===== src/rtl/gbt_pkg.sv =====
// Package for the GB18030 boundary truncator: widths, codes and shared types.
// Depends on nothing; every other file of the block imports it.
`default_nettype none
package gbt_pkg;

	// Width of the committed byte count; the total count is one bit wider.
	localparam int COUNT_W = 16;
	localparam int LIMIT_W = 16;
	localparam int KEPT_W  = 16;
	localparam int PADDR_W = 3;
	localparam int PDATA_W = 32;

	// Word index of the byte limit register within the APB space.
	localparam logic REG_BYTE_LIMIT = 1'b0;

	typedef enum logic [1:0] {
		CAUSE_FIT   = 2'd0,
		CAUSE_LIMIT = 2'd1,
		CAUSE_BAD   = 2'd2
	} cause_t;

	// Place within the current character.
	typedef enum logic [3:0] {
		POS_LEAD   = 4'b0001,
		POS_SECOND = 4'b0010,
		POS_THIRD  = 4'b0100,
		POS_FOURTH = 4'b1000
	} pos_t;

	typedef struct packed {
		logic [KEPT_W-1:0] kept_length;
		cause_t            stop_cause;
	} result_t;

	// The limit is clipped to the largest value the committed count can hold.
	function automatic logic [COUNT_W-1:0] eff_limit(input logic [LIMIT_W-1:0] raw);
		logic [32:0] wide;
		logic [32:0] cap_m1;
		wide   = 33'(raw);
		cap_m1 = (33'(1) << COUNT_W) - 33'(1);
		if (wide > cap_m1) begin
			wide = cap_m1;
		end
		return wide[COUNT_W-1:0];
	endfunction

endpackage
`default_nettype wire


===== src/rtl/gbt_cfg.sv =====
// APB register file holding the byte limit.
// Depends on gbt_pkg for address and data widths.
`default_nettype none
module gbt_cfg import gbt_pkg::*; (
	input  wire logic               clk,
	input  wire logic               arst_n,
	input  wire logic               psel,
	input  wire logic               penable,
	input  wire logic               pwrite,
	input  wire logic [PADDR_W-1:0] paddr,
	input  wire logic [PDATA_W-1:0] pwdata,
	output logic      [PDATA_W-1:0] prdata,
	output logic                    pready,
	output logic      [LIMIT_W-1:0] byte_limit
);
	logic [LIMIT_W-1:0] limit_q;
	logic               sel_limit;

	assign sel_limit = (paddr[PADDR_W-1:2] == REG_BYTE_LIMIT);
	assign pready    = 1'b1;

	always_ff @(posedge clk or negedge arst_n) begin
		if (!arst_n) begin
			limit_q <= '0;
		end else if (psel && penable && pwrite && sel_limit) begin
			limit_q <= pwdata[LIMIT_W-1:0];
		end
	end

	always_comb begin
		prdata = '0;
		if (sel_limit) begin
			prdata = PDATA_W'(limit_q);
		end
	end

	assign byte_limit = limit_q;
endmodule
`default_nettype wire


===== config.mk =====
export PLATFORM = sky130hd
export DESIGN_NAME = gbt_cfg
export DESIGN_NICKNAME = d
export VERILOG_FILES = /design/src/rtl/gbt_pkg.sv /design/src/rtl/gbt_cfg.sv
export SDC_FILE = /design/constraint.sdc
export NUM_CORES = 1
export LEC_CHECK = 0
export ABC_AREA = 1
export BUFFER_PORTS_ARGS = -buffer_cell sky130_fd_sc_hd__buf_4
export CORE_UTILIZATION = 37
export CTS_BUF_LIST = sky130_fd_sc_hd__clkbuf_8
export DETAILED_ROUTE_END_ITERATION = 6
export GPL_ROUTABILITY_DRIVEN = 1
export PLACE_DENSITY = 0.89
export SLEW_MARGIN = 10
export SYNTH_ARGS = -nofsm -noshare
export SYNTH_HDL_FRONTEND = slang
export SYNTH_SLANG_ARGS = --single-unit

===== constraint.sdc =====
create_clock -name clk -period 0.9 [get_ports clk]
set_clock_uncertainty 0.1 [all_clocks]
set_input_delay 0.045 -clock clk [delete_from_list [all_inputs] [get_ports clk]]
set_output_delay 0.045 -clock clk [all_outputs]
set_load 0.03 [all_outputs]

==> flow_metrics.env <==
export IMPL_utilization=0.794
export IMPL_drtAntennaViolNets=0
export IMPL_post_drt_wl_per_cell_um=14.1
export IMPL_critPathRequiredTime_ns=0.75
export IMPL_power_switching_uw=1390
export IMPL_antenna_found_initial=0
export IMPL_worstPathCellList="inv_2 -> nor2_4 -> buf_6"
export IMPL_core_area_um2=2300
export IMPL_cts_tree="yes"
export IMPL_ys_types=12
export IMPL_synth_area_per_cell_um2=7.51
export IMPL_dp_slack_ns=0.0346
export IMPL_yosysWarnings=0
export IMPL_min_period_over_period=1.22
export IMPL_timing_fmax_ghz=0.910
export IMPL_crit_path_start_kind="flip-flop"
export IMPL_crit_family="flip-flops"
export IMPL_initial_core_util=0.408
export IMPL_overflow=0
export IMPL_p_per_area_nw_per_um2=1800
export IMPL_place_area_um2=1460
export IMPL_drive_gt1_frac=0.597
export IMPL_syn_inst=125
export IMPL_cts_buffers=3
export IMPL_cts_clk_slew_worst_paths_ns=0.06
export IMPL_crit_path_max_fanout=3
export IMPL_drt_pre_antenna_iters=4
export IMPL_setup_tns_final_ns=-3.50
export IMPL_dieHeight_um=52.4
export IMPL_drt_iter0_markers=39
export IMPL_stdcell_area_um2=1820
export IMPL_internal_power_uw=1890
export IMPL_syn_area_um2=938
export IMPL_crit_buf_inv=2
export IMPL_status="complete, but fails checks"
export IMPL_ys_ff_latch=16
export IMPL_peakVddDrop_mv=1.18
export IMPL_root_buffer="clkbuf_8"
export IMPL_antenna_cells=0
export IMPL_p_sw_frac=0.424
export IMPL_drv_cap=0
export IMPL_finalMaxSlewViolations=0
export IMPL_max_stage_delay_ns=0.39
export IMPL_std_cell_rows=17
export IMPL_worstRegToRegCells=3
export IMPL_slowest_stage="dfrtp_2"
export IMPL_area_delta_synth_final_pct=94.3
export IMPL_hold_violations=0
export IMPL_setup_slack_ns=-0.199
export IMPL_rsz0062_at_grt="true"
export IMPL_power_uw=3280
export IMPL_portBuffers=53
export IMPL_via_per_inst=4.59
export IMPL_power_leakage_uw=0.000935
export IMPL_cts_max_level=1
export IMPL_num_vias=1052
export IMPL_r2r_end="byte_limit[5]"
export IMPL_clk_latency_ns=0.24
export IMPL_grt_pass1_wl_um=4440
export IMPL_p_comb_frac=0.524
export IMPL_cts_sinks=16
export IMPL_cp_end_kind="primary output"
export IMPL_hold_class="in -> async"
export IMPL_pin_count=89
export IMPL_violations="negative setup slack"
export IMPL_place_congestion=0.709
export IMPL_layout_nets=243
export IMPL_crit_type="reg -> out"
export IMPL_wl_um=3230
export IMPL_reg2reg_from="byte_limit[5]"
export IMPL_die_w_um=52.4
export IMPL_grt_max_degree=17
export IMPL_cts_buffer_depth=2
export IMPL_setup_violations=34
export IMPL_die_area_um2=2740
export IMPL_clkPwrFrac=0.158
export IMPL_finalWorstPathRequiredPeriod_ns=1.10
export IMPL_grt_usage=0.224
export IMPL_drc_errors=0
export IMPL_largest_reg_flops=16
export IMPL_grt_pass1_vias=994
export IMPL_dp_hpwl_um=1870
export IMPL_ff2ff_setup_slack_ns=-0.02
export IMPL_cp_data_arrival_time_ns=0.95
export IMPL_ys_seq_area_frac=0.427
export IMPL_seq_power_share=0.318
synthesized netlist by cell type:
master / count / area, um^2
inv_2: 1 / 3.75
dfrtp_1: 16 / 400
buf_2: 2 / 10.0
nor2_1: 16 / 60.1
nand2_4: 1 / 11.3
inv_1: 17 / 63.8
conb_1: 2 / 7.51
buf_6: 2 / 22.5
nand3_1: 16 / 80.1
nor2_8: 1 / 20.0
nand2_1: 33 / 124
buf_4: 18 / 135
layer usage:
metal	vias to the layer above	part of all wire	GRT usage
met1	492	0.38	0.250
li1	490	-	-
met5	-	0	0
met2	66	0.54	0.430
met3	4	0.069	0.0435
met4	0	0.0084	0.0482
stage by stage:
step | hold WS (ns) | cells
3_3_place_gp | -0.192 | 205
5_1_grt | 0.117 | 229
2_1_floorplan | -0.351 | 140
4_1_cts | 0.0997 | 229
6_report | 0.110 | 229
3_5_place_dp | -0.186 | 205
layout by cell type (no fill, tap or decap):
cell	count
buf_4	31
buf_6	31
nand2_1	30
inv_2	17
conb_1	17
dlygate4sd3_1	17
nor2_4	16
nand3_1	16
dfrtp_2	16
nand2_2	3
clkbuf_8	3
inv_1	1
nor2_8	1
nand2_4	1
buf_12	1
power by group through the flow:
stage	registers, uW	logic (uW)	clock network, uW
after floorplan	1260	682	0
after global placement	990	1360	0
after detailed placement	1000	1400	0
final	1040	1720	520
after global routing	1060	1800	565
after CTS	1030	1650	522
kinds of logic (layout without fill, tap and decap cells):
logic type	count (synthesis)	in the layout	synth area share
flops	16	16	0.427
other cells	2	17	0.00800
buf+inv	40	101	0.251
simple gates	67	67	0.315
worst max path at each step:
stage / slack (ns) / start / end / cells past startpoint
after floorplan: 0.03 / paddr[2] / byte_limit[0] / 6
after global placement: 0.07 / byte_limit[11] / prdata[11] / 3
after detailed placement: 0.03 / psel / byte_limit[9] / 6
after CTS: -0.16 / byte_limit[11] / prdata[11] / 3
after global routing: -0.23 / byte_limit[9] / prdata[9] / 3
final: -0.20 / byte_limit[9] / prdata[9] / 3
cell type report:
| class | instances | area [um^2] |
|---|---|---|
| Inverter | 18 | 67.6 |
| Timing Repair Buffer | 80 | 772 |
| Tap cell | 28 | 35.0 |
| Multi-Input combinational cell | 84 | 487 |
| Fill cell | 121 | 474 |
| Sequential cell | 16 | 420 |
| Clock buffer | 3 | 41.3 |
repair_timing:
action | 4_1_cts | 5_1_grt
hold buffers | 17 | 0
endpoints found under the hold margin | 32 | 0
pin swaps | 4 | 6
resized for setup | 44 | 6
setup buffers | 4 | 0
setup endpoints to repair | 32 | 35
No activity file was read; power rests on OpenSTA's default activity.
