**src/rtl/gbt_pkg.sv**
```systemverilog
// Package for the GB18030 boundary truncator: widths, codes and shared types.
// Depends on nothing; every other file of the block imports it.
`default_nettype none
package gbt_pkg;

	// Width of the committed byte count; the total count is one bit wider.
	localparam int COUNT_W = 16;
	localparam int LIMIT_W = 16;
	localparam int KEPT_W  = 16;
	localparam int PADDR_W = 3;
	localparam int PDATA_W = 32;

	// Word index of the byte limit register within the APB space.
	localparam logic REG_BYTE_LIMIT = 1'b0;

	typedef enum logic [1:0] {
		CAUSE_FIT   = 2'd0,
		CAUSE_LIMIT = 2'd1,
		CAUSE_BAD   = 2'd2
	} cause_t;

	// Place within the current character.
	typedef enum logic [3:0] {
		POS_LEAD   = 4'b0001,
		POS_SECOND = 4'b0010,
		POS_THIRD  = 4'b0100,
		POS_FOURTH = 4'b1000
	} pos_t;

	typedef struct packed {
		logic [KEPT_W-1:0] kept_length;
		cause_t            stop_cause;
	} result_t;

	// The limit is clipped to the largest value the committed count can hold.
	function automatic logic [COUNT_W-1:0] eff_limit(input logic [LIMIT_W-1:0] raw);
		logic [32:0] wide;
		logic [32:0] cap_m1;
		wide   = 33'(raw);
		cap_m1 = (33'(1) << COUNT_W) - 33'(1);
		if (wide > cap_m1) begin
			wide = cap_m1;
		end
		return wide[COUNT_W-1:0];
	endfunction

endpackage
`default_nettype wire

```
**src/rtl/gbt_scan.sv**
```systemverilog
// Per-string scan state: classifies GB18030 characters and tracks counts.
// Depends on gbt_pkg for codes, widths and the limit clipping function.
`default_nettype none
module gbt_scan import gbt_pkg::*; (
	input  wire logic               clk,
	input  wire logic               arst_n,
	input  wire logic               accept,
	input  wire logic [7:0]         data_byte,
	input  wire logic               is_last,
	input  wire logic [LIMIT_W-1:0] byte_limit,
	output logic                    push,
	output result_t                 result
);
	localparam logic [COUNT_W:0] TOTAL_CAP = (COUNT_W+1)'(1) << COUNT_W;

	logic [COUNT_W:0]   total_q,  total_n;
	logic [COUNT_W-1:0] comm_q,   comm_n;
	pos_t               pos_q,    pos_n;
	logic               stop_q,   stop_n;
	cause_t             cause_q,  cause_n;

	logic [COUNT_W-1:0] limit;
	logic               fin;
	logic [2:0]         size;
	logic [COUNT_W:0]   grown;
	logic [32:0]        kept_wide;

	assign limit = eff_limit(byte_limit);

	always_comb begin
		total_n = (total_q < TOTAL_CAP) ? total_q + (COUNT_W+1)'(1) : total_q;
		comm_n  = comm_q;
		pos_n   = pos_q;
		stop_n  = stop_q;
		cause_n = cause_q;
		fin     = 1'b0;
		size    = 3'd1;
		if (!stop_q) begin
			case (pos_q)
				POS_LEAD: begin
					if (data_byte inside {[8'h81:8'hFE]}) begin
						pos_n = POS_SECOND;
					end else begin
						fin  = 1'b1;
						size = 3'd1;
					end
				end
				POS_SECOND: begin
					if (data_byte inside {[8'h40:8'h7E], [8'h80:8'hFE]}) begin
						fin  = 1'b1;
						size = 3'd2;
					end else if (data_byte inside {[8'h30:8'h39]}) begin
						pos_n = POS_THIRD;
					end else begin
						stop_n  = 1'b1;
						cause_n = CAUSE_BAD;
					end
				end
				POS_THIRD: begin
					if (data_byte inside {[8'h81:8'hFE]}) begin
						pos_n = POS_FOURTH;
					end else begin
						stop_n  = 1'b1;
						cause_n = CAUSE_BAD;
					end
				end
				default: begin
					if (data_byte inside {[8'h30:8'h39]}) begin
						fin  = 1'b1;
						size = 3'd4;
					end else begin
						stop_n  = 1'b1;
						cause_n = CAUSE_BAD;
					end
				end
			endcase
		end
		grown = {1'b0, comm_q} + (COUNT_W+1)'(size);
		// A whole character is committed only if it still fits the limit.
		if (fin) begin
			if (grown > {1'b0, limit}) begin
				stop_n  = 1'b1;
				cause_n = CAUSE_LIMIT;
			end else begin
				comm_n = grown[COUNT_W-1:0];
				pos_n  = POS_LEAD;
			end
		end
	end

	always_comb begin
		if (total_n <= {1'b0, limit}) begin
			kept_wide         = 33'(total_n);
			result.stop_cause = CAUSE_FIT;
		end else begin
			kept_wide = 33'(comm_n);
			if (stop_n) begin
				result.stop_cause = cause_n;
			end else if (pos_n != POS_LEAD) begin
				result.stop_cause = CAUSE_BAD;
			end else begin
				result.stop_cause = CAUSE_LIMIT;
			end
		end
		result.kept_length = kept_wide[KEPT_W-1:0];
	end

	assign push = accept && is_last;

	always_ff @(posedge clk or negedge arst_n) begin
		if (!arst_n) begin
			total_q <= '0;
			comm_q  <= '0;
			pos_q   <= POS_LEAD;
			stop_q  <= 1'b0;
			cause_q <= CAUSE_FIT;
		end else if (accept) begin
			if (is_last) begin
				total_q <= '0;
				comm_q  <= '0;
				pos_q   <= POS_LEAD;
				stop_q  <= 1'b0;
				cause_q <= CAUSE_FIT;
			end else begin
				total_q <= total_n;
				comm_q  <= comm_n;
				pos_q   <= pos_n;
				stop_q  <= stop_n;
				cause_q <= cause_n;
			end
		end
	end

	a_clear_after_last: assert property (@(posedge clk) disable iff (!arst_n)
		push |=> total_q == '0 && comm_q == '0 && !stop_q && pos_q == POS_LEAD)
		else $error("scan state not cleared after the last beat of a string");

	a_comm_le_total: assert property (@(posedge clk) disable iff (!arst_n)
		{1'b0, comm_q} <= total_q)
		else $error("committed count exceeds the total count");

	a_pos_onehot: assert property (@(posedge clk) disable iff (!arst_n)
		$onehot(pos_q))
		else $error("character position lost its one-hot code");

	a_stop_has_cause: assert property (@(posedge clk) disable iff (!arst_n)
		stop_q |-> (cause_q == CAUSE_LIMIT || cause_q == CAUSE_BAD))
		else $error("scan stopped without a recorded cause");
endmodule
`default_nettype wire

```
**config.mk**
```make
export PLATFORM = sky130hd
export DESIGN_NAME = gbt_scan
export DESIGN_NICKNAME = d
export VERILOG_FILES = /design/src/rtl/gbt_pkg.sv /design/src/rtl/gbt_scan.sv
export SDC_FILE = /design/constraint.sdc
export NUM_CORES = 1
export LEC_CHECK = 0
export ABC_CLOCK_PERIOD_IN_PS = 13600
export BUFFER_PORTS_ARGS = -buffer_cell sky130_fd_sc_hd__buf_2
export CELL_PAD_IN_SITES_DETAIL_PLACEMENT = 0
export CELL_PAD_IN_SITES_GLOBAL_PLACEMENT = 1
export CORE_ASPECT_RATIO = 1.25
export CORE_UTILIZATION = 49
export CTS_BUF_LIST = sky130_fd_sc_hd__clkbuf_8
export CTS_CLUSTER_DIAMETER = 40
export CTS_CLUSTER_SIZE = 28
export DETAILED_ROUTE_END_ITERATION = 10
export GPL_ROUTABILITY_DRIVEN = 1
export GPL_TIMING_DRIVEN = 0
export PLACE_DENSITY_LB_ADDON = 0.1
export SETUP_SLACK_MARGIN = 0.5
export SLEW_MARGIN = 25
export SYNTH_ARGS = -nofsm -noshare
export SYNTH_HDL_FRONTEND = slang
export SYNTH_SLANG_ARGS = --single-unit
```
**constraint.sdc**
```tcl
create_clock -name clk -period 13.6 [get_ports clk]
set_input_delay 2.72 -clock clk [delete_from_list [all_inputs] [get_ports clk]]
set_output_delay 2.72 -clock clk [all_outputs]
set_load 0.02 [all_outputs]
```
==> results of run 1 <==
==> synthesized netlist by cell type, types with 3 or more instances <==
library cell / n
sky130_fd_sc_hd__inv_1: 57
sky130_fd_sc_hd__nand2_1: 41
sky130_fd_sc_hd__dfrtp_1: 39
sky130_fd_sc_hd__ha_1: 36
sky130_fd_sc_hd__xnor2_1: 33
sky130_fd_sc_hd__o21ai_0: 28
sky130_fd_sc_hd__mux2i_1: 23
sky130_fd_sc_hd__o22ai_1: 22
sky130_fd_sc_hd__nand3_1: 21
sky130_fd_sc_hd__nor2_1: 19
sky130_fd_sc_hd__clkbuf_1: 15
sky130_fd_sc_hd__nor2b_1: 15
sky130_fd_sc_hd__a21oi_1: 13
sky130_fd_sc_hd__and3_1: 12
sky130_fd_sc_hd__nand4_1: 11
sky130_fd_sc_hd__xor2_1: 9
sky130_fd_sc_hd__nor3_1: 8
sky130_fd_sc_hd__mux2_2: 7
sky130_fd_sc_hd__o31ai_1: 7
sky130_fd_sc_hd__buf_2: 5
sky130_fd_sc_hd__nand3b_1: 5
sky130_fd_sc_hd__a21o_1: 4
sky130_fd_sc_hd__a31oi_1: 4
sky130_fd_sc_hd__and4_1: 4
sky130_fd_sc_hd__nand2b_1: 4
sky130_fd_sc_hd__a211oi_1: 3
sky130_fd_sc_hd__a2bb2oi_1: 3
sky130_fd_sc_hd__a32oi_1: 3
sky130_fd_sc_hd__o211ai_1: 3
==> worst max-delay path by stage <==
stage,from,to,slack (ns),depth (start not counted)
after floorplan,data_byte[3],result[6],4.14,23
after global placement,data_byte[2],result[2],2.85,22
after detailed placement,data_byte[2],result[3],2.81,22
after CTS,data_byte[2],result[3],2.79,22
after global routing,data_byte[4],result[2],2.27,25
final,data_byte[2],result[3],2.78,22
==> sequential cells by signal, summed over array words and instances (netlist names) <==
signal,count
total_q,17
comm_q,16
pos_q,4
cause_q,2
stop_q,1
==> metrics by stage <==
stage          hold slack [ns]  setup WS (ns)  std cells  power, mW
5_1_grt                  0.553           2.27        637      0.537
3_5_place_dp             0.502           2.81        629      0.395
4_1_cts                  0.522           2.79        637      0.502
3_3_place_gp             0.489           2.85        629      0.390
6_report                 0.523           2.78        637      0.503
2_1_floorplan            0.464           4.14        488      0.333
==> area by class of cell <==
cell class | instances | area share (%)
multi-input combinational | 366 | 59.7
sequential | 40 | 22.4
timing repair buffer | 46 | 5.19
inverter | 58 | 4.86
buffer | 24 | 2.71
tap | 95 | 2.65
clock buffer | 5 | 1.54
clock inverter | 3 | 1.03
==> per-layer routing <==
layer  part of all wire, %  vias to the layer above  global-route usage [%]
met3                   4.6                       15                    2.54
met5                     0                        -                       0
met4                   2.1                        0                    9.55
met1                    44                     1775                    34.1
li1                      -                     1827                       -
met2                    49                      101                    50.1
==> report_power, final <==
group	internal [mW]	switching [mW]
clock network	0.0554	0.0521
logic	0.101	0.139
registers	0.136	0.0186
total	0.293	0.210
==> cell usage in the layout (no fill, tap or decap), types with 2 or more instances in the layout <==
cell and count:
sky130_fd_sc_hd__mux2_4 2, sky130_fd_sc_hd__a2bb2oi_1 3, sky130_fd_sc_hd__nor2_1 19, sky130_fd_sc_hd__and3_1 12
sky130_fd_sc_hd__o211ai_1 3, sky130_fd_sc_hd__o31ai_1 7, sky130_fd_sc_hd__xor2_1 9, sky130_fd_sc_hd__nand4_1 11
sky130_fd_sc_hd__nand3b_1 5, sky130_fd_sc_hd__nor2b_1 15, sky130_fd_sc_hd__nand3_1 21, sky130_fd_sc_hd__a32oi_1 3
sky130_fd_sc_hd__o21ai_0 28, sky130_fd_sc_hd__nor4_1 2, sky130_fd_sc_hd__buf_6 2, sky130_fd_sc_hd__a211oi_1 3
sky130_fd_sc_hd__clkbuf_1 15, sky130_fd_sc_hd__mux2i_1 23, sky130_fd_sc_hd__and4_1 4, sky130_fd_sc_hd__xnor2_1 33
sky130_fd_sc_hd__o21a_1 2, sky130_fd_sc_hd__o21ai_1 2, sky130_fd_sc_hd__inv_1 57, sky130_fd_sc_hd__nor2_2 2
sky130_fd_sc_hd__a21oi_1 13, sky130_fd_sc_hd__a31oi_1 4, sky130_fd_sc_hd__clkbuf_8 5, sky130_fd_sc_hd__nor3_1 8
sky130_fd_sc_hd__o32ai_1 2, sky130_fd_sc_hd__buf_4 2, sky130_fd_sc_hd__nand2b_1 4, sky130_fd_sc_hd__buf_2 50
sky130_fd_sc_hd__a21o_1 4, sky130_fd_sc_hd__mux2_2 7, sky130_fd_sc_hd__dfrtp_1 39, sky130_fd_sc_hd__nand2_1 41
sky130_fd_sc_hd__o22ai_1 22, sky130_fd_sc_hd__ha_1 36
==> logic make-up after synthesis <==
family	after synthesis	share of synthesized area [%]
AO/OA/AOI/OAI	104	17.0
adder cells (fa/ha/maj)	37	11.7
flip-flops	40	25.0
buffers and inverters	82	8.44
multiplexers	32	8.45
AND/OR/NAND/NOR	151	20.3
XOR/XNOR	42	9.16
==> worst reg2reg max path, stage by stage (launching register included) <==
cell	delay, ns
sky130_fd_sc_hd__dfrtp_1	0.45
sky130_fd_sc_hd__inv_1	0.14
sky130_fd_sc_hd__nor2_2	0.09
sky130_fd_sc_hd__o311ai_2	0.39
sky130_fd_sc_hd__a21oi_1	0.22
sky130_fd_sc_hd__nand2_1	0.12
sky130_fd_sc_hd__ha_1	0.19
sky130_fd_sc_hd__a21o_1	0.13
sky130_fd_sc_hd__a21oi_1	0.13
sky130_fd_sc_hd__nor3_1	0.45
sky130_fd_sc_hd__nor4b_1	0.75
sky130_fd_sc_hd__and3_1	0.29
sky130_fd_sc_hd__xnor2_1	0.13
sky130_fd_sc_hd__ha_1	0.26
sky130_fd_sc_hd__nand2_1	0.06
sky130_fd_sc_hd__nor2_1	0.07
sky130_fd_sc_hd__a31oi_1	0.13
sky130_fd_sc_hd__a31oi_1	0.10
sky130_fd_sc_hd__o21ai_1	0.57
sky130_fd_sc_hd__buf_2	0.38
sky130_fd_sc_hd__nand2_1	0.23
sky130_fd_sc_hd__a2bb2oi_1	0.21
sky130_fd_sc_hd__o22ai_1	0.10
==> out/qor.log, run 1 <==
INFO  setup_path     timing.rr.end=comm_q[1]
INFO  global_routing grt_max_degree=41
INFO  synthesis      synth_seq_area_share=25.0%
INFO  finish         final_design_area_no_fill=4480µm²
INFO  global_routing gr-total-overflow=0
INFO  routing        antenna_violating_nets_post_route=0
INFO  synthesis      synthDistinctLibCells=56
INFO  timing         clock_skew=0.0102ns
INFO  routing        routed_via_density=5.84
INFO  global_routing grt_util_all_layers=27.4%
INFO  synthesis      asyncSetResetFlopFracSynth=100%
INFO  clock_tree     post-cts-setup-buffer-count=0
INFO  routing        drt_wl_total=11100µm
INFO  timing         tightest_slew=0.952ns
INFO  die            row_count=36
INFO  setup_path     setup.worst_path.class=in -> out
INFO  synthesis      synthesis.area=4020µm²
INFO  global_routing grt_pass1_vias=3663
INFO  routing        drc_errors=0
INFO  power          static-leakage-power=2.26nW
INFO  synthesis      synthesis.instances=488
INFO  timing         fmax=92.4MHz
INFO  synthesis      ys_seq_elements=40
INFO  placement      post_detailed_placement_cell_area=4360µm²
INFO  clock_tree     cts.path.max_buffers=2
INFO  finish         multiInputGateArea=2670µm²
INFO  setup_path     crit_top_cell=sky130_fd_sc_hd__buf_2
INFO  setup_path     r2r_setup_slack=7.87ns
INFO  run_status     outcome=complete, no violations
INFO  clock_tree     htreeDepth=2
INFO  die            starting_utilization_of_the_core_area=50.9%
INFO  clock_tree     root_buffer=sky130_fd_sc_hd__clkbuf_8
INFO  clock_tree     clk-insertion-delay-late=0.31ns
INFO  setup_path     regToRegStartpoint=pos_q[2]
INFO  setup_path     timing.critical_path.to_type=primary output
INFO  global_routing initial_antenna_violation_count=0
INFO  setup_path     slowest_library_cell_on_the_worst_path=sky130_fd_sc_hd__nor4b_1
INFO  power          irDropWorstVdd=0.0000678V
INFO  setup_path     critPathTopFamily=simple AND/OR/NAND/NOR gates
INFO  synthesis      netlist_top_cells_area=sky130_fd_sc_hd__dfrtp_1, sky130_fd_sc_hd__ha_1, sky130_fd_sc_hd__xnor2_1
INFO  setup_path     arr_time_crit_path=8.10ns
INFO  finish         regArea=1000µm²
INFO  timing         setup_repair_after_global_routing_missed_its_margin=no
INFO  power          power-per-cell-area=112nW/µm²
INFO  die            design.die.area=8560µm²
INFO  setup_path     worstPathCellList=buf_2 > and3_1 > a21o_1 > nor3_1 > ha_1 > a21o_1 > a21oi_1 > nor3_1 > nor4b_1 > and3_1 > xnor2_1 > ha_1 > nand2_1 > nor2_1 > a31oi_1 > a31oi_1 > o21ai_1 > buf_2 > nand2_1 > mux2i_1 > mux2i_1 > buf_2
INFO  die            num_io_pins=47
INFO  die            floorplan.die.height=103µm
INFO  finish         final_core_area_utilization=56.9%
INFO  setup_path     combined_buffer_and_inverter_count_along_the_critical_path=3
INFO  placement      post-dp-hpwl=8600µm
INFO  setup_path     r2r_cells=22
INFO  synthesis      postSynth.topFlopCell=sky130_fd_sc_hd__dfrtp_1
INFO  finish         insertedDiodeCount=0
INFO  routing        detailroute.via_count=3718
INFO  setup_path     worstSetupStartpointType=input pin
INFO  clock_tree     cts_buffers=5
INFO  placement      port_buffers=46
INFO  clock_tree     tritoncts_clock_tree=done
INFO  timing         finalSetupViolCount=0
INFO  flow_run       max_cap_viol_count=0
INFO  setup_path     max_stage_delay=0.75ns
INFO  timing         timing.final.max_slew_violations=0
INFO  finish         fin_nets=606
INFO  timing         finalCritPeriodShare=79.6%
INFO  min_path       hold_depth=2
INFO  setup_path     cp.required=10.88ns
INFO  routing        initialDrtViolationCount=266
INFO  placement      globalplace.congestion=0.883
INFO  timing         hold_viol=0
INFO  routing        drt_pass1_iterations=5
INFO  synthesis      synth_area_per_cell=8.23µm²
INFO  synthesis      synthDominantAreaCellType=sky130_fd_sc_hd__dfrtp_1
INFO  synthesis      yosysTopAreaCellShare=24.3%
INFO  die            core=7880µm²
INFO  clock_tree     cts.reportedPaths.clkPinSlew=0.09ns
INFO  global_routing first_pass_grt_wire_length=18400µm
INFO  routing        routedWlPerCell=17.4µm
INFO  finish         areaGrowthSynthToFinish=11.6%
INFO  finish         num-fill-cells=754
INFO  synthesis      number_of_enable_flip_flop_cells_after_synthesis=0
INFO  min_path       hold-path-endpoint=cause_q[1]
INFO  min_path       worstHoldPathType=reg -> reg
INFO  clock_tree     ctsResizeCount=0
INFO  setup_path     worstPathMaxFanout=10
INFO  timing         fin_tns_setup=0ns
INFO  clock_tree     clock_sink_count=40
INFO  synthesis      yosysWarnings=0
INFO  timing         max_slew_headroom_at_the_worst_pin=36.1%
INFO  synthesis      synthesis.nets=553
INFO  min_path       worst_hold_path_startpoint=cause_q[1]
INFO  die            die_span_x=83.0µm
INFO  timing         finalWorstPathRequiredPeriod=10.82ns
INFO  clock_tree     cts_hold_buf=0
INFO  finish         drive_above_1_share=15.3%
Power figures use the tool's default switching activity.
==> run 2: changes to the inputs <==
--- a/config.mk
+++ b/config.mk
@@ -5,12 +5,13 @@
 export SDC_FILE = /design/constraint.sdc
 export NUM_CORES = 1
 export LEC_CHECK = 0
-export ABC_CLOCK_PERIOD_IN_PS = 13600
+export ABC_AREA = 1
+export ABC_CLOCK_PERIOD_IN_PS = 11400
 export BUFFER_PORTS_ARGS = -buffer_cell sky130_fd_sc_hd__buf_2
 export CELL_PAD_IN_SITES_DETAIL_PLACEMENT = 0
 export CELL_PAD_IN_SITES_GLOBAL_PLACEMENT = 1
 export CORE_ASPECT_RATIO = 1.25
-export CORE_UTILIZATION = 49
+export CORE_UTILIZATION = 43
 export CTS_BUF_LIST = sky130_fd_sc_hd__clkbuf_8
 export CTS_CLUSTER_DIAMETER = 40
 export CTS_CLUSTER_SIZE = 28
==> constraint.sdc (replaced) <==
create_clock -name clk -period 11.4 [get_ports clk]
set_input_delay 2.28 -clock clk [delete_from_list [all_inputs] [get_ports clk]]
set_output_delay 2.28 -clock clk [all_outputs]
set_load 0.02 [all_outputs]
==> run 2 against run 1 <==
Final cell count up 21%; setup slack worse by 0.33 ns; critical path depth up 12; sequential power up 37%; clock power up 22%; non-clock buffer count down 11; clock-buffer cell count up 1; global-route usage down 1.4 points; largest power group unchanged.
==> out/qor.log, run 2 <==
INFO  die            num_io_pins=47 [unchanged]
INFO  timing         finalWorstPathRequiredPeriod=8.95ns
INFO  clock_tree     clk-insertion-delay-late=0.32ns [was 0.31 ns]
INFO  synthesis      synth_area_per_cell=6.61µm² [was 8.23 µm²]
INFO  synthesis      synthesis.nets=665 [was 553]
INFO  clock_tree     cts_buffers=5 [unchanged]
INFO  clock_tree     clock_sink_count=40 [unchanged]
INFO  power          power_switching=0.412mW [was 0.210 mW]
INFO  routing        detailroute.via_count=3903 [was 3718]
INFO  synthesis      postSynth.topFlopCell=sky130_fd_sc_hd__dfrtp_1 [unchanged]
INFO  global_routing grt_util_met1=32.7% [was 34.1%]
INFO  timing         max_slew_headroom_at_the_worst_pin=55.5% [was 36.1%]
INFO  clock_tree     post-cts-setup-buffer-count=0 [unchanged]
INFO  die            die_span_x=87.9µm [was 83.0 µm]
INFO  synthesis      synth.cells.most_frequent=sky130_fd_sc_hd__nand2_1, sky130_fd_sc_hd__inv_1, sky130_fd_sc_hd__nand3_1 [was sky130_fd_sc_hd__inv_1, sky130_fd_sc_hd__nand2_1, sky130_fd_sc_hd__dfrtp_1]
INFO  die            starting_utilization_of_the_core_area=45.1% [was 50.9%]
INFO  power          p_total=0.834mW [was 0.503 mW]
INFO  synthesis      synthDominantAreaCellType=sky130_fd_sc_hd__dfrtp_1 [unchanged]
INFO  power          power_switching_share=49.4% [was 41.7%]
INFO  placement      post-dp-hpwl=8990µm [was 8600 µm]
INFO  placement      numPlacedInstances=765 [was 629]
INFO  power          comb_power_share=58.7% [was 47.8%]
INFO  finish         areaGrowthSynthToFinish=12.6% [was 11.6%]
INFO  clock_tree     tritoncts_clock_tree=done [unchanged]
INFO  routing        routed_via_density=5.05 [was 5.84]
INFO  timing         timing.final.max_slew_violations=0 [unchanged]
INFO  synthesis      yosysWarnings=0 [unchanged]
INFO  min_path       worstHoldPathType=reg -> reg [unchanged]
INFO  finish         instances_no_fill=773 [was 637]
INFO  routing        drt_wl_total=11300µm [was 11100 µm]
INFO  synthesis      yosys.cell_count.top_type=sky130_fd_sc_hd__nand2_1 [was sky130_fd_sc_hd__inv_1]
INFO  placement      place_worst_setup_slack=2.50ns [was 2.81 ns]
INFO  global_routing grt_util_all_layers=25.9% [was 27.4%]
INFO  finish         insertedDiodeCount=0 [unchanged]
INFO  setup_path     arr_time_crit_path=6.67ns [was 8.10 ns]
INFO  setup_path     worstPathMaxFanout=10 [unchanged]
INFO  power          irDropWorstVdd=0.000118V [was 0.0000678 V]
INFO  finish         multiInputGateArea=2470µm² [was 2670 µm²]
INFO  timing         setup_repair_after_global_routing_missed_its_margin=no [unchanged]
INFO  timing         worst_slack=2.45ns [was 2.78 ns]
INFO  finish         layout.cells.most_common=sky130_fd_sc_hd__nand2_1 [was sky130_fd_sc_hd__inv_1]
INFO  setup_path     cp.required=9.12ns [was 10.88 ns]
INFO  routing        drc_errors=0 [unchanged]
INFO  finish         regArea=1000µm² [unchanged]
INFO  clock_tree     cts_hold_buf=0 [unchanged]
INFO  finish         fin_nets=717 [was 606]
INFO  global_routing grt_max_degree=41 [unchanged]
INFO  synthesis      number_of_enable_flip_flop_cells_after_synthesis=0 [unchanged]
INFO  setup_path     slowest_library_cell_on_the_worst_path=sky130_fd_sc_hd__fa_1 [was sky130_fd_sc_hd__nor4b_1]
INFO  power          power-per-cell-area=187nW/µm² [was 112 nW/µm²]
INFO  synthesis      asyncSetResetFlopFracSynth=100% [unchanged]
INFO  setup_path     timing.critical_path.to_type=primary output [unchanged]
INFO  global_routing first_pass_grt_wire_length=18800µm [was 18400 µm]
INFO  flow_run       max_cap_viol_count=0 [unchanged]
INFO  die            floorplan.die.height=109µm [was 103 µm]
INFO  setup_path     max_stage_delay=0.40ns [was 0.75 ns]
INFO  finish         drive_above_1_share=14.1% [was 15.3%]
INFO  setup_path     combined_buffer_and_inverter_count_along_the_critical_path=8 [was 3]
INFO  die            design.die.area=9610µm² [was 8560 µm²]
INFO  timing         fin_tns_setup=0ns [unchanged]
INFO  die            row_count=38 [was 36]
INFO  global_routing groute.layer.met3.usage=2.85% [was 2.54%]
INFO  placement      port_buffers=45 [was 46]
INFO  timing         tightest_slew=0.667ns [was 0.952 ns]
INFO  finish         reg_with_most_ffs=total_q [unchanged]
INFO  finish         num-fill-cells=935 [was 754]
INFO  synthesis      synthesis.instances=600 [was 488]
INFO  finish         final_cell_mix=sky130_fd_sc_hd__nand2_1, sky130_fd_sc_hd__inv_1, sky130_fd_sc_hd__nand3_1, sky130_fd_sc_hd__buf_2, sky130_fd_sc_hd__dfrtp_1 [was sky130_fd_sc_hd__inv_1, sky130_fd_sc_hd__buf_2, sky130_fd_sc_hd__nand2_1, sky130_fd_sc_hd__dfrtp_1, sky130_fd_sc_hd__ha_1]
INFO  finish         biggestRegsByFlops=total_q: 17 flops, comm_q: 16 flops, pos_q: 4 flops [unchanged]
INFO  run_status     outcome=complete, no violations [unchanged]
INFO  timing         clock_skew=0.0133ns [was 0.0102 ns]
INFO  setup_path     setup.worst_path.class=in -> out [unchanged]
INFO  clock_tree     cts.path.max_buffers=2 [unchanged]
INFO  power          clkPwrFrac=15.8% [was 21.4%]
INFO  routing        drt_pass1_iterations=5 [unchanged]
INFO  global_routing grt_pass1_vias=3799 [was 3663]
INFO  routing        antenna_violating_nets_post_route=0 [unchanged]
INFO  clock_tree     htreeDepth=2 [unchanged]
INFO  setup_path     worstSetupStartpointType=input pin [unchanged]
INFO  power          power_report.internal_total=0.422mW [was 0.293 mW]
INFO  routing        routedWlPerCell=14.6µm [was 17.4 µm]
INFO  timing         hold_viol=0 [unchanged]
INFO  power          static-leakage-power=2.53nW [was 2.26 nW]
INFO  die            core=8800µm² [was 7880 µm²]
INFO  synthesis      netlist_top_cells_area=sky130_fd_sc_hd__dfrtp_1, sky130_fd_sc_hd__nand2_1, sky130_fd_sc_hd__ha_1 [was sky130_fd_sc_hd__dfrtp_1, sky130_fd_sc_hd__ha_1, sky130_fd_sc_hd__xnor2_1]
INFO  timing         fmax=112MHz
INFO  synthesis      synth_seq_area_share=25.3% [was 25.0%]
INFO  global_routing gr-total-overflow=0 [unchanged]
INFO  setup_path     crit_top_cell=sky130_fd_sc_hd__nand2_1 [was sky130_fd_sc_hd__buf_2]
INFO  global_routing grt-busiest-layer=met2 [unchanged]
INFO  clock_tree     ctsResizeCount=0 [unchanged]
INFO  synthesis      yosysTopAreaCellShare=24.6% [was 24.3%]
INFO  clock_tree     cts.reportedPaths.clkPinSlew=0.08ns [was 0.09 ns]
INFO  synthesis      ys_seq_elements=40 [unchanged]
INFO  synthesis      synthDistinctLibCells=40 [was 56]
INFO  timing         finalSetupViolCount=0 [unchanged]
INFO  power          sequentialPowerShare=25.5% [was 30.8%]
INFO  synthesis      synthesis.area=3970µm² [was 4020 µm²]
INFO  timing         finalCritPeriodShare=78.5%
INFO  placement      globalplace.congestion=0.843 [was 0.883]
INFO  finish         largest_register_ffs=17 [unchanged]
INFO  global_routing use_met2=45.6% [was 50.1%]
INFO  timing         fin_worst_hold_slack=0.526ns [was 0.523 ns]
INFO  global_routing initial_antenna_violation_count=0 [unchanged]
INFO  setup_path     critPathTopFamily=simple AND/OR/NAND/NOR gates [unchanged]
INFO  routing        initialDrtViolationCount=223 [was 266]
INFO  clock_tree     root_buffer=sky130_fd_sc_hd__clkbuf_8 [unchanged]
run 2: cell families (layout without fill, tap and decap cells):
| logic type | after synthesis | after routing | synth area share [%] |
|---|---|---|---|
| and+or+nand+nor | 324 | 324 | 37.4 |
| buffers and inverters | 119 | 172 | 12.3 |
| AOI/OAI and AO/OA | 57 | 57 | 8.02 |
| DFF | 40 | 40 | 25.3 |
| adders and majority gates | 37 | 37 | 11.9 |
| xor gates and xnor gates | 23 | 23 | 5.08 |
run 2: worst paths after layout:
check                             start    endpoint  slack, ns  cells past startpoint
setup / recovery           data_byte[6]  result[14]       2.45                     34
setup reg to reg               pos_q[0]  comm_q[13]       6.75                     31
min in group asynchronous        arst_n  comm_q[10]       1.95                      1
max in group asynchronous        arst_n   comm_q[6]       9.06                      1
hold / removal                comm_q[2]   comm_q[2]       0.53                      2
hold reg to reg               comm_q[2]   comm_q[2]       0.53                      2
run 2: worst register-to-register path, delay by kind of cell (launching register included):
kind                     cells  cell delay, ns
AND/OR/NAND/NOR             20            1.94
buffers and inverters        6            0.65
flip-flops                   1            0.59
adder cells (fa/ha/maj)      3            0.93
AO/OA/AOI/OAI                1            0.18
XOR/XNOR                     1            0.25
run 2: layout make-up:
cell class,count,area share [%]
Buffer,14,2.13
Clock buffer,6,1.85
Clock inverter,2,0.869
Inverter,105,8.83
Multi-Input combinational cell,441,55.4
Sequential cell,40,22.4
Tap cell,120,3.36
Timing Repair Buffer,45,5.10
run 2: layer usage:
layer  share of wire, %  vias to the layer above  routed length [µm]
met3                3.9                       13                 445
met1                 45                     1772                5080
li1                   -                     2022                   -
met2                 49                       96                5580
met4                2.0                        0                 224
met5                  0                        -                   0
run 2: power groups by stage:
stage          Clock [mW]  Combinational [mW]  Sequential (mW)
2_1_floorplan           0               0.384            0.204
3_3_place_gp            0               0.479            0.213
3_5_place_dp            0               0.485            0.214
4_1_cts             0.135               0.488            0.212
5_1_grt             0.141               0.560            0.218
6_report            0.132               0.490            0.213
run 2: through the flow:
stage,utilization (%),instance area [µm²]
after floorplan,-,3970
after global placement,49.3,4340
after detailed placement,49.3,4340
after CTS,50.7,4460
after global routing,50.8,4460
final,50.8,4460
==> run 3: changes to the inputs <==
--- a/config.mk
+++ b/config.mk
@@ -6,12 +6,12 @@
 export NUM_CORES = 1
 export LEC_CHECK = 0
 export ABC_AREA = 1
-export ABC_CLOCK_PERIOD_IN_PS = 11400
+export ABC_CLOCK_PERIOD_IN_PS = 7400
 export BUFFER_PORTS_ARGS = -buffer_cell sky130_fd_sc_hd__buf_2
 export CELL_PAD_IN_SITES_DETAIL_PLACEMENT = 0
 export CELL_PAD_IN_SITES_GLOBAL_PLACEMENT = 1
 export CORE_ASPECT_RATIO = 1.25
-export CORE_UTILIZATION = 43
+export CORE_UTILIZATION = 39
 export CTS_BUF_LIST = sky130_fd_sc_hd__clkbuf_8
 export CTS_CLUSTER_DIAMETER = 40
 export CTS_CLUSTER_SIZE = 28
==> constraint.sdc (replaced) <==
create_clock -name clk -period 7.4 [get_ports clk]
set_input_delay 1.48 -clock clk [delete_from_list [all_inputs] [get_ports clk]]
set_output_delay 1.48 -clock clk [all_outputs]
set_load 0.02 [all_outputs]
==> run 3 against run 2 <==
Flip-flop and latch count unchanged; final cell count rose by 5.3%; global-route usage down 1.5 points; die area rose by 10%; final area grew 14%; via count up 6.5%; routed wire length increased by 11%; critical path depth did not move; clock skew shrank 0.0050 ns; largest power group unchanged; power increased by 87%.
==> out/qor.log, run 3 (synthesis gave the netlist of run 2 again) <==
INFO  power          comb_power_share=68.4% [was 58.7%]
INFO  setup_path     timing.critical_path.to_type=primary output [unchanged]
INFO  clock_tree     clock_sink_count=40 [unchanged]
INFO  power          irDropWorstVdd=0.000175V [was 0.000118 V]
INFO  die            num_io_pins=47 [unchanged]
INFO  setup_path     slowest_library_cell_on_the_worst_path=sky130_fd_sc_hd__fa_2 [was sky130_fd_sc_hd__fa_1]
INFO  global_routing grt_max_degree=41 [unchanged]
INFO  clock_tree     root_buffer=sky130_fd_sc_hd__clkbuf_8 [unchanged]
INFO  clock_tree     cts_buffers=5 [unchanged]
INFO  routing        drt_wl_total=12500µm [was 11300 µm]
INFO  min_path       worst_hold_path_startpoint=cause_q[0] [was comm_q[2]]
INFO  run_status     outcome=complete, no violations [unchanged]
INFO  global_routing gr-total-overflow=0 [unchanged]
INFO  clock_tree     cts.reportedPaths.clkPinSlew=0.08ns [about the same]
INFO  timing         finalSetupViolCount=0 [unchanged]
INFO  timing         clock_skew=0.00829ns [was 0.0133 ns]
INFO  placement      post_detailed_placement_cell_area=4350µm² [was 4340 µm²]
INFO  finish         instances_no_fill=814 [was 773]
INFO  power          sequentialPowerShare=21.6% [was 25.5%]
INFO  power          power_report.internal_total=0.804mW [was 0.422 mW]
INFO  die            design.die.area=10600µm² [was 9610 µm²]
INFO  setup_path     cp.required=5.92ns [was 9.12 ns]
INFO  finish         num-fill-cells=1004 [was 935]
INFO  finish         areaGrowthSynthToFinish=27.8% [was 12.6%]
INFO  clock_tree     htreeDepth=2 [unchanged]
INFO  setup_path     timing.rr.end=comm_q[2] [was comm_q[13]]
INFO  finish         drive_above_1_share=25.7% [was 14.1%]
INFO  routing        antenna_violating_nets_post_route=0 [unchanged]
INFO  finish         biggestRegsByFlops=total_q: 17 flops, comm_q: 16 flops, pos_q: 4 flops [unchanged]
INFO  setup_path     arr_time_crit_path=5.22ns [was 6.67 ns]
INFO  routing        drt_pass1_iterations=4 [was 5]
INFO  die            floorplan.die.height=115µm [was 109 µm]
INFO  placement      numPlacedInstances=771 [was 765]
INFO  clock_tree     clk-insertion-delay-late=0.31ns [was 0.32 ns]
INFO  clock_tree     cts.path.max_buffers=2 [unchanged]
INFO  routing        drc_errors=0 [unchanged]
INFO  global_routing first_pass_grt_wire_length=19800µm [was 18800 µm]
INFO  finish         largest_register_ffs=17 [unchanged]
INFO  die            core=9760µm² [was 8800 µm²]
INFO  min_path       hold_depth=2 [unchanged]
INFO  setup_path     worstPathMaxFanout=5 [was 10]
INFO  timing         timing.final.max_slew_violations=0 [unchanged]
INFO  power          clkPwrFrac=10.0% [was 15.8%]
INFO  placement      globalplace.congestion=0.848 [was 0.843]
INFO  min_path       worstHoldPathType=reg -> reg [unchanged]
INFO  power          power_switching_share=48.4% [was 49.4%]
INFO  finish         reg_with_most_ffs=total_q [unchanged]
INFO  flow_run       max_cap_viol_count=0 [unchanged]
INFO  routing        detailroute.via_count=4156 [was 3903]
INFO  setup_path     r2r_setup_slack=1.35ns [was 6.75 ns]
INFO  die            die_span_x=92.2µm [was 87.9 µm]
INFO  setup_path     r2r_cells=44 [was 31]
INFO  finish         layout.cells.most_common=sky130_fd_sc_hd__nand2_1 [unchanged]
INFO  min_path       hold-path-endpoint=cause_q[0] [was comm_q[2]]
INFO  routing        initialDrtViolationCount=159 [was 223]
INFO  finish         final_cell_mix=sky130_fd_sc_hd__nand2_1, sky130_fd_sc_hd__inv_1, sky130_fd_sc_hd__nand3_1, sky130_fd_sc_hd__buf_4, sky130_fd_sc_hd__dfrtp_1 [was sky130_fd_sc_hd__nand2_1, sky130_fd_sc_hd__inv_1, sky130_fd_sc_hd__nand3_1, sky130_fd_sc_hd__buf_2, sky130_fd_sc_hd__dfrtp_1]
INFO  setup_path     worstSetupStartpointType=input pin [unchanged]
INFO  timing         finalCritPeriodShare=90.5%
INFO  timing         hold_viol=0 [unchanged]
INFO  global_routing grt_util_all_layers=24.4% [was 25.9%]
INFO  finish         final_design_area_no_fill=5070µm² [was 4460 µm²]
INFO  power          p_total=1.56mW [was 0.834 mW]
INFO  die            starting_utilization_of_the_core_area=40.6% [was 45.1%]
INFO  routing        routedWlPerCell=15.4µm [was 14.6 µm]
INFO  placement      port_buffers=45 [unchanged]
INFO  timing         finalWorstPathRequiredPeriod=6.70ns
INFO  global_routing grt_pass1_vias=4036 [was 3799]
INFO  setup_path     max_stage_delay=0.35ns [was 0.40 ns]
INFO  power          power-per-cell-area=308nW/µm² [was 187 nW/µm²]
INFO  global_routing initial_antenna_violation_count=0 [unchanged]
INFO  clock_tree     tritoncts_clock_tree=done [unchanged]
INFO  power          power_switching=0.754mW [was 0.412 mW]
INFO  finish         fin_nets=752 [was 717]
INFO  finish         insertedDiodeCount=0 [unchanged]
INFO  timing         fin_tns_setup=0ns [unchanged]
INFO  timing         max_slew_headroom_at_the_worst_pin=54.3% [was 55.5%]
INFO  timing         tightest_slew=0.686ns [was 0.667 ns]
INFO  setup_path     regToRegStartpoint=pos_q[3] [was pos_q[0]]
INFO  die            row_count=40 [was 38]
INFO  power          static-leakage-power=2.74nW [was 2.53 nW]
INFO  routing        routed_via_density=5.11 [was 5.05]
INFO  setup_path     setup.worst_path.class=in -> out [unchanged]
INFO  timing         setup_repair_after_global_routing_missed_its_margin=yes [was no]
INFO  placement      post-dp-hpwl=9330µm [was 8990 µm]
INFO  timing         fmax=149MHz
## run 3: cell count changes in the layout (fill, tap and decap cells not counted), moves of 9 or more
cell / before / now
sky130_fd_sc_hd__nand3_1: 54 / 45
sky130_fd_sc_hd__buf_2: 47 / 36
sky130_fd_sc_hd__buf_4: 3 / 40
sky130_fd_sc_hd__nand2_1: 185 / 173
## run 3: critical path: cells and delay by family
kind                     cells  cell delay [ns]
AO/OA/AOI/OAI                1             0.12
AND/OR/NAND/NOR             21             1.83
XOR/XNOR                     1             0.20
buffers and inverters        8             0.82
adder cells (fa/ha/maj)      3             0.76
## run 3: repair_timing
item                                    4_1_cts  5_1_grt
resized for setup                            34       56
pin swaps                                    11       32
endpoints found under the setup margin       16       17
setup buffers                                26        9
hold buffers                                  0        0
## run 3: through the flow
step / hold slack [ns] / setup slack (ns) / utilization (%)
4_1_cts: 0.526 / 0.505 / 48.7
5_1_grt: 0.562 / 0.448 / 51.9
6_report: 0.528 / 0.700 / 51.9
3_3_place_gp: 0.503 / 0.0430 / 44.6
3_5_place_dp: 0.502 / 0.0509 / 44.6
2_1_floorplan: 0.471 / 0.977 / -
## run 3: final cells by class
type	instances	area (µm²)	share of cell area, %
multi-input combinational	441	2780	54.9
sequential	40	1000	19.8
timing repair buffer	80	544	10.7
inverter	105	399	7.88
tap	126	158	3.11
buffer	14	98.8	1.95
clock buffer	5	68.8	1.36
clock inverter	3	16.3	0.321
## run 3: layer usage
layer | track usage (%) | part of all wire, %
met2 | 43.4 | 50
met4 | 12.3 | 3.6
met1 | 28.8 | 43
met5 | 0 | 0
met3 | 3.31 | 3.3
## run 3: worst max-delay path by stage
stage | start | endpoint | slack (ns)
after floorplan | data_byte[6] | result[16] | 0.98
after global placement | data_byte[6] | result[14] | 0.04
after detailed placement | data_byte[6] | result[14] | 0.05
after CTS | data_byte[3] | result[4] | 0.51
after global routing | data_byte[6] | comm_q[2] | 0.45
final | data_byte[7] | result[5] | 0.70
## run 3: power groups by stage
stage          logic (mW)  clock network, mW  registers, mW
6_report             1.07              0.156          0.337
5_1_grt              1.18              0.168          0.345
4_1_cts             0.956              0.161          0.329
3_5_place_dp        0.759                  0          0.329
3_3_place_gp        0.746                  0          0.329
2_1_floorplan       0.592                  0          0.314
